$ cat config.mk
export PLATFORM = sky130hd
export DESIGN_NAME = indexed_list_insert_remove
export DESIGN_NICKNAME = d
export VERILOG_FILES = /design/src/design/ilir_pkg.sv /design/src/design/indexed_list_insert_remove.sv /design/src/design/ilir_cell.sv
export SDC_FILE = /design/constraint.sdc
export NUM_CORES = 2
export LEC_CHECK = 0
export ABC_CLOCK_PERIOD_IN_PS = 2900
export BUFFER_PORTS_ARGS = -buffer_cell sky130_fd_sc_hd__buf_4
export CAP_MARGIN = 10
export CORE_ASPECT_RATIO = 1.4
export CORE_MARGIN = 1
export CORE_UTILIZATION = 55
export DETAILED_ROUTE_END_ITERATION = 6
export GPL_TIMING_DRIVEN = 0
export PLACE_DENSITY = 0.82
export SLEW_MARGIN = 20
export SYNTH_ARGS = -nofsm -noshare
export SYNTH_HDL_FRONTEND = slang
export SYNTH_SLANG_ARGS = --single-unit
$ cat constraint.sdc
create_clock -name i_clk -period 2.9 [get_ports i_clk]
set_input_delay 0.145 -clock i_clk [delete_from_list [all_inputs] [get_ports i_clk]]
set_output_delay 0.145 -clock i_clk [all_outputs]
set_load 0.02 [all_outputs]
$ cat src/design/ilir_pkg.sv
package ilir_pkg;

    localparam int CAPACITY_DEF = 16;
    localparam int WIDTH_DEF    = 32;
    localparam int KIND_W       = 3;
    localparam int STATUS_W     = 2;

    typedef enum logic [KIND_W-1:0] {
        KIND_GET    = 3'd0,
        KIND_SET    = 3'd1,
        KIND_INSERT = 3'd2,
        KIND_REMOVE = 3'd3,
        KIND_CLEAR  = 3'd4
    } t_kind;

    typedef enum logic [STATUS_W-1:0] {
        ST_OK        = 2'd0,
        ST_BAD_INDEX = 2'd1,
        ST_FULL      = 2'd2
    } t_status;

    // per-transaction command broadcast to every cell
    typedef struct packed {
        logic do_set;
        logic do_ins;
        logic do_rem;
    } t_cell_ctl;

endpackage

$ cat src/design/indexed_list_insert_remove.sv
// Positional list of up to CAPACITY words held in a row of cells, one entry per cell.
// Every transaction is get, set, insert, remove, clear or a no-op; all cells compare
// their own index with the position and load, shift up or shift down in the same clock,
// so one transaction is taken every cycle and its result appears in the output register
// in the cycle after acceptance. The input stalls only while that register holds an
// untaken result. Status reports bad index before list full; clear only zeroes the count.
module indexed_list_insert_remove #(
    parameter int CAPACITY = ilir_pkg::CAPACITY_DEF,
    parameter int WIDTH    = ilir_pkg::WIDTH_DEF,
    parameter int POS_W    = $clog2(CAPACITY + 1),
    parameter int IN_W     = ((POS_W + WIDTH + 7) / 8) * 8,
    parameter int OUT_W    = ((2 + WIDTH + POS_W + 1 + 7) / 8) * 8
) (
    input  logic                        i_clk,
    input  logic                        i_rst_n,
    input  logic                        i_s_tvalid,
    output logic                        o_s_tready,
    input  logic [IN_W-1:0]             i_s_tdata,   // position, write_value
    input  logic [ilir_pkg::KIND_W-1:0] i_s_tuser,   // kind
    output logic                        o_m_tvalid,
    input  logic                        i_m_tready,
    output logic [OUT_W-1:0]            o_m_tdata    // status, read_value, count, empty_res
);
    import ilir_pkg::*;

    logic [POS_W-1:0] in_pos;
    logic [WIDTH-1:0] in_val;
    logic             accept;

    logic [POS_W-1:0] r_count;
    logic [POS_W-1:0] n_count;
    logic             r_out_valid;
    logic [OUT_W-1:0] r_out_data;

    t_cell_ctl        ctl;
    t_status          status;
    logic             want_rd;
    logic [WIDTH-1:0] rd_val;
    logic [WIDTH-1:0] cell_val [CAPACITY];
    logic [WIDTH-1:0] cell_rd  [CAPACITY];

    assign in_pos = i_s_tdata[POS_W-1:0];
    assign in_val = i_s_tdata[POS_W+WIDTH-1:POS_W];

    assign o_s_tready = !r_out_valid || i_m_tready;
    assign accept     = i_s_tvalid && o_s_tready;

    always_comb begin
        ctl     = '0;
        status  = ST_OK;
        want_rd = 1'b0;
        n_count = r_count;
        unique case (t_kind'(i_s_tuser))
            KIND_GET: begin
                if (in_pos >= r_count) begin
                    status = ST_BAD_INDEX;
                end else begin
                    want_rd = 1'b1;
                end
            end
            KIND_SET: begin
                if (in_pos >= r_count) begin
                    status = ST_BAD_INDEX;
                end else begin
                    ctl.do_set = accept;
                end
            end
            KIND_INSERT: begin
                if (in_pos > r_count) begin
                    status = ST_BAD_INDEX;
                end else if (r_count == POS_W'(CAPACITY)) begin
                    status = ST_FULL;
                end else begin
                    ctl.do_ins = accept;
                    n_count    = r_count + 1'b1;
                end
            end
            KIND_REMOVE: begin
                if (in_pos >= r_count) begin
                    status = ST_BAD_INDEX;
                end else begin
                    want_rd    = 1'b1;
                    ctl.do_rem = accept;
                    n_count    = r_count - 1'b1;
                end
            end
            KIND_CLEAR: begin
                n_count = '0;
            end
            default: begin
            end
        endcase
    end

    for (genvar g = 0; g < CAPACITY; g++) begin : g_cell
        logic [WIDTH-1:0] lower;
        logic [WIDTH-1:0] upper;
        if (g == 0) begin : g_bot
            assign lower = in_val;
        end else begin : g_mid_lo
            assign lower = cell_val[g-1];
        end
        if (g == CAPACITY - 1) begin : g_top
            assign upper = cell_val[g];
        end else begin : g_mid_hi
            assign upper = cell_val[g+1];
        end
        ilir_cell #(
            .WIDTH (WIDTH),
            .POS_W (POS_W),
            .IDX   (g)
        ) u_cell (
            .i_clk    (i_clk),
            .i_ctl    (ctl),
            .i_pos    (in_pos),
            .i_wr_val (in_val),
            .i_lower  (lower),
            .i_upper  (upper),
            .o_val    (cell_val[g]),
            .o_rd     (cell_rd[g])
        );
    end

    // only the addressed cell drives a nonzero term
    always_comb begin
        rd_val = '0;
        for (int k = 0; k < CAPACITY; k++) begin
            rd_val = rd_val | cell_rd[k];
        end
        if (!want_rd) begin
            rd_val = '0;
        end
    end

    always_ff @(posedge i_clk) begin
        if (!i_rst_n) begin
            r_count     <= '0;
            r_out_valid <= 1'b0;
        end else begin
            if (accept) begin
                r_count     <= n_count;
                r_out_valid <= 1'b1;
            end else if (i_m_tready) begin
                r_out_valid <= 1'b0;
            end
        end
    end

    always_ff @(posedge i_clk) begin
        if (accept) begin
            r_out_data <= OUT_W'({(n_count == '0), n_count, rd_val, status});
        end
    end

    assign o_m_tvalid = r_out_valid;
    assign o_m_tdata  = r_out_data;

endmodule

$ cat src/design/ilir_cell.sv
module ilir_cell #(
    parameter int WIDTH = 32,
    parameter int POS_W = 5,
    parameter int IDX   = 0
) (
    input  logic               i_clk,
    input  ilir_pkg::t_cell_ctl i_ctl,
    input  logic [POS_W-1:0]   i_pos,
    input  logic [WIDTH-1:0]   i_wr_val,
    input  logic [WIDTH-1:0]   i_lower,
    input  logic [WIDTH-1:0]   i_upper,
    output logic [WIDTH-1:0]   o_val,
    output logic [WIDTH-1:0]   o_rd
);
    import ilir_pkg::*;

    localparam logic [POS_W-1:0] MY_IDX = POS_W'(IDX);

    logic [WIDTH-1:0] r_val;
    logic [WIDTH-1:0] n_val;
    logic             hit;
    logic             above;

    assign hit   = (i_pos == MY_IDX);
    assign above = (MY_IDX > i_pos);

    always_comb begin
        n_val = r_val;
        if (i_ctl.do_set && hit) begin
            n_val = i_wr_val;
        end
        if (i_ctl.do_ins) begin
            // entries at and above the position move up one place
            if (hit) begin
                n_val = i_wr_val;
            end else if (above) begin
                n_val = i_lower;
            end
        end
        if (i_ctl.do_rem && (hit || above)) begin
            n_val = i_upper;
        end
    end

    always_ff @(posedge i_clk) begin
        r_val <= n_val;
    end

    assign o_val = r_val;
    assign o_rd  = hit ? r_val : '0;

endmodule

==> results.json, run 1 <==
{
  "status": "aborted with a tool error",
  "lastStage": "5_1_grt",
  "first-error": "[ERROR GRT-0116] Global routing finished with congestion. Check the congestion regions in the DRC Viewer.",
  "grt_use_total": 0.887,
  "synth_area_leaders": "dfxtp_1, mux2i_1, a22oi_1",
  "dp.cells": 4939,
  "synth_fp_nets": 4105,
  "synth.distinct_cells": 77,
  "rows": 107,
  "grt_overflow_total": 2628,
  "yosysWarnings": 0,
  "grt_start_max_net_pins": 48,
  "yosysTopAreaCell": "dfxtp_1",
  "cts-root-buf": "clkbuf_16",
  "synthArstFlopShare": 0,
  "cts_buffers": 58,
  "htree_levels": 2,
  "synth_ff_type": "dfxtp_1",
  "grt_pass1_wl_um": 394000,
  "ys_seq_area_frac": 0.350,
  "synth_seq_cells": 558,
  "die_h_um": 296,
  "fp.dieW_um": 212,
  "pre_cts_ws_ps": -1860,
  "synth-edff-count": 72,
  "synth_top_cell_area_share": 0.286,
  "syn_area_per_cell_um2": 8.40,
  "grt_pass1_vias": 45700,
  "start_util": 0.557,
  "cts.path.max_buffers": 3,
  "io_buffers": 63,
  "gp_congestion": 1.38,
  "synthCells": 4051,
  "io_pins": 89,
  "placed_cell_area_mm2": 0.0357,
  "dp_hpwl_um": 179000,
  "clock-sinks": 558,
  "synth_area_mm2": 0.0340
}
==> synthesized netlist by cell type, types with 20 or more instances <==
library cell,count
a22oi_1,328
buf_1,26
o21ai_1,22
a31oi_1,59
nand2b_1,20
inv_1,24
clkbuf_1,369
a221o_1,104
o22a_1,73
nand2_1,379
and3_1,124
nor3_1,44
mux2i_1,271
o22ai_1,102
a21oi_1,272
o21ai_0,232
dfxtp_1,486
a221oi_1,126
a211oi_1,24
mux2_2,22
nor2_1,224
a22o_1,156
a2bb2oi_1,26
edfxtp_1,72
nand3_1,30
buf_2,100
o221ai_1,168
==> through the flow <==
| step | hold slack, ps | util |
|---|---|---|
| after floorplan | 278 | - |
| after CTS | 97.1 | 0.645 |
| after detailed placement | 422 | 0.585 |
| after global placement | 422 | 0.582 |
==> timing repair <==
action,in CTS
setup endpoints to repair,587
cloned,1
endpoints found under the hold margin,17
resized for setup,422
pin swaps,21
setup buffers,44
hold buffers,15
==> routing by layer <==
layer	track usage	GRT overflow
met2	1.06	1659
met5	0.480	8
met4	0.909	747
met1	0.870	122
met3	0.728	92
==> kinds of logic after synthesis <==
logic type                 synth area share
xor gates and xnor gates           0.000515
and+or+nand+nor                       0.118
muxes                                0.0870
buffers and inverters                0.0635
AOI/OAI and AO/OA                     0.379
adders and majority gates           0.00258
DFF                                   0.350
==> run 2, diff against run 1 <==
- ABC_CLOCK_PERIOD_IN_PS: 2900 -> 3750
- CORE_ASPECT_RATIO: 1.4 -> unset
- CORE_UTILIZATION: 55 -> 40
- PLACE_DENSITY: 0.82 -> unset
- PLACE_DENSITY_LB_ADDON: unset -> 0.15
- clock period: 2.9 -> 3.75 ns (I/O delays scaled with it)
==> results.json, run 2 <==
{
  "status": "finished with violations",
  "violations": "DRC, setup timing",
  "ff2ff_setup_slack_ps": -50,
  "critPathRequiredTime_ps": 4110,
  "cp.arrival_ps": 4400,
  "synthAdderAreaFrac": 0.00258,
  "dr.pass1.iters": 7,
  "synth_area_leaders": "dfxtp_1, mux2i_1, a22oi_1",
  "vias": 40000,
  "ys_top_cells_by_count": "dfxtp_1, nand2_1, clkbuf_1",
  "setup_violations": 20,
  "finalMaxSlewViolations": 0,
  "cp-end-kind": "flip-flop",
  "clock-sinks": 558,
  "synth-edff-count": 72,
  "syn2layout_area_growth_pct": 15.3,
  "register_area_mm2": 0.0119,
  "ys_seq_area_frac": 0.350,
  "use_met3": 0.263,
  "nFillCells": 8370,
  "synth_seq_cells": 558,
  "dp_hpwl_um": 189000,
  "crit_fanout": 11,
  "max_freq_mhz": 247,
  "setup_tns_ps": -1370,
  "drc": 1,
  "antenna_found_initial": 15,
  "nNetsFinal": 4282,
  "viasPerCell": 7.37,
  "use_met1": 0.676,
  "io_buffers": 63,
  "max_cap_violations": 0,
  "synth_top_cell_area_share": 0.286,
  "grt_start_max_net_pins": 48,
  "ant_nets": 0,
  "first_iter_violations": 7974,
  "max_slew_margin": 0.111,
  "synthSimpleGateAreaFrac": 0.118,
  "wl_per_cell_um": 43.3,
  "power.leakage_nw": 13.4,
  "coreArea_mm2": 0.0840,
  "final_cell_mix": "dfxtp_1, nand2_1, a22oi_1",
  "cp_top_family": "buffers and inverters",
  "yosysTopAreaCell": "dfxtp_1",
  "io_pins": 89,
  "yosysMostFrequentCell": "dfxtp_1",
  "cts_buffers": 71,
  "worst_pin_slew_ps": 1330,
  "setup_ws_ps": -299,
  "synth.distinct_cells": 77,
  "synth_top_family_by_area": "compound AO/OA/AOI/OAI gates",
  "cts_tree": "done",
  "yosysWarnings": 0,
  "mostFrequentLayoutCell": "dfxtp_1",
  "synth_ff_type": "dfxtp_1",
  "die_h_um": 294,
  "rows": 106,
  "htree_levels": 3,
  "instances_no_fill": 5425,
  "synth_compound_area_frac": 0.379,
  "drive_gt1_frac": 0.116,
  "min_period_ps": 4050,
  "routed_wl_um": 235000,
  "synthXorXnorAreaFrac": 0.000515,
  "synthCells": 4051,
  "crit_type": "primary input to flip-flop",
  "fp.dieW_um": 294,
  "die_area_mm2": 0.0862,
  "cts-root-buf": "clkbuf_16",
  "synth_fp_nets": 4105,
  "hold_viol": 0,
  "path_buf_inv": 4,
  "gp_congestion": 1.14,
  "cts.path.max_buffers": 3,
  "grt_use_total": 0.524,
  "finalCritPeriodShare": 1.08,
  "hold_path.class": "primary input to flip-flop",
  "worstPathCellList": "buf_4 -> buf_2 -> nand2b_1 -> nor2_2 -> clkdlybuf4s15_1 -> clkbuf_2 -> a221oi_1 -> a31oi_1",
  "vdd_drop_max_mv": 0.344,
  "dp.cells": 5251,
  "whs_ps": 34.5,
  "synth_area_mm2": 0.0340,
  "grt_overflow_total": 0,
  "grt_use_met2": 0.708,
  "grt_pass1_wl_um": 308000,
  "grt_busiest_layer": "met2",
  "multi_input_area_mm2": 0.0203,
  "grt_pass1_vias": 36900,
  "worstSkewPairLatency_ps": 660,
  "start_util": 0.405,
  "power_mw": 20.8,
  "synthMuxAreaShare": 0.0870,
  "skew_ps": 28.6,
  "slowest_stage": "clkdlybuf4s15_1",
  "cpPeakStageDelay_ps": 970,
  "synthArstFlopShare": 0,
  "pre_cts_ws_ps": -917,
  "clk_pin_slew_ps": 60,
  "cp-start-kind": "primary input",
  "p_per_area_mw_per_mm2": 529,
  "largest_register_ffs": 512,
  "rsz0062_at_grt": "false",
  "syn_area_per_cell_um2": 8.40
}
run 2: cell counts after synthesis:
No cell type changed its count.
run 2: cell families after synthesis:
logic type / Yosys count
XOR/XNOR: 2
AO/OA/AOI/OAI: 1773
buffers and inverters: 531
adder cells (fa/ha/maj): 7
multiplexers: 293
AND/OR/NAND/NOR: 887
flip-flops: 558
run 2: path summary, 6_finish.rpt:
path	startpoint	endpoint	depth (start not counted)
setup / recovery	i_s_tdata[1]	o_m_tdata[15]	8
setup reg to reg	r_count[1]	g_cell[6].u_cell.o_val[9]	9
hold reg to reg	g_cell[1].u_cell.o_val[25]	g_cell[0].u_cell.o_val[25]	2
hold / removal	i_m_tready	o_m_tvalid	4
run 2: routing by layer:
| metal | vias to the layer above | routed length (um) |
|---|---|---|
| met5 | - | 284 |
| met4 | 24 | 13800 |
| met3 | 737 | 38900 |
| met2 | 3645 | 90700 |
| met1 | 19300 | 91300 |
| li1 | 16300 | - |
run 2: cell type report:
type / instances / share of cell area
multi-input combinational: 2963 / 0.517
sequential: 558 / 0.303
buffer: 504 / 0.0564
clock buffer: 99 / 0.0519
tap: 1134 / 0.0362
timing repair buffer: 105 / 0.0230
clock inverter: 28 / 0.00964
inverter: 25 / 0.00252
antenna: 9 / 0.000574
run 2: repair_timing:
action                                  in CTS  in global routing
endpoints found under the setup margin     545                487
buffers inserted                            17                  8
gates cloned                                 0                  1
pin swaps                                    5                  3
gates resized for setup                     79                 83
hold buffers                                14                  0
endpoints found under the hold margin       17                  0
run 2: worst min-delay path, delay by kind of cell:
family / cells / cell delay (ps)
buffers and inverters: 2 / 260
AND/OR/NAND/NOR: 1 / 90
AO/OA/AOI/OAI: 1 / 90
run 2: power breakdown:
| group | total, mW | switching, mW | internal [mW] |
|---|---|---|---|
| clock network | 7.40 | 3.11 | 4.30 |
| registers | 9.93 | 2.66 | 7.27 |
| logic | 3.43 | 1.99 | 1.44 |
| total | 20.8 | 7.76 | 13.0 |
run 2: stage by stage:
step	utilization	instance area, um^2
6_report	0.467	39200
5_1_grt	0.467	39200
4_1_cts	0.464	38900
3_5_place_dp	0.429	36000
3_3_place_gp	0.428	35900
2_1_floorplan	-	34000
No activity file was read; power rests on OpenSTA's default activity.
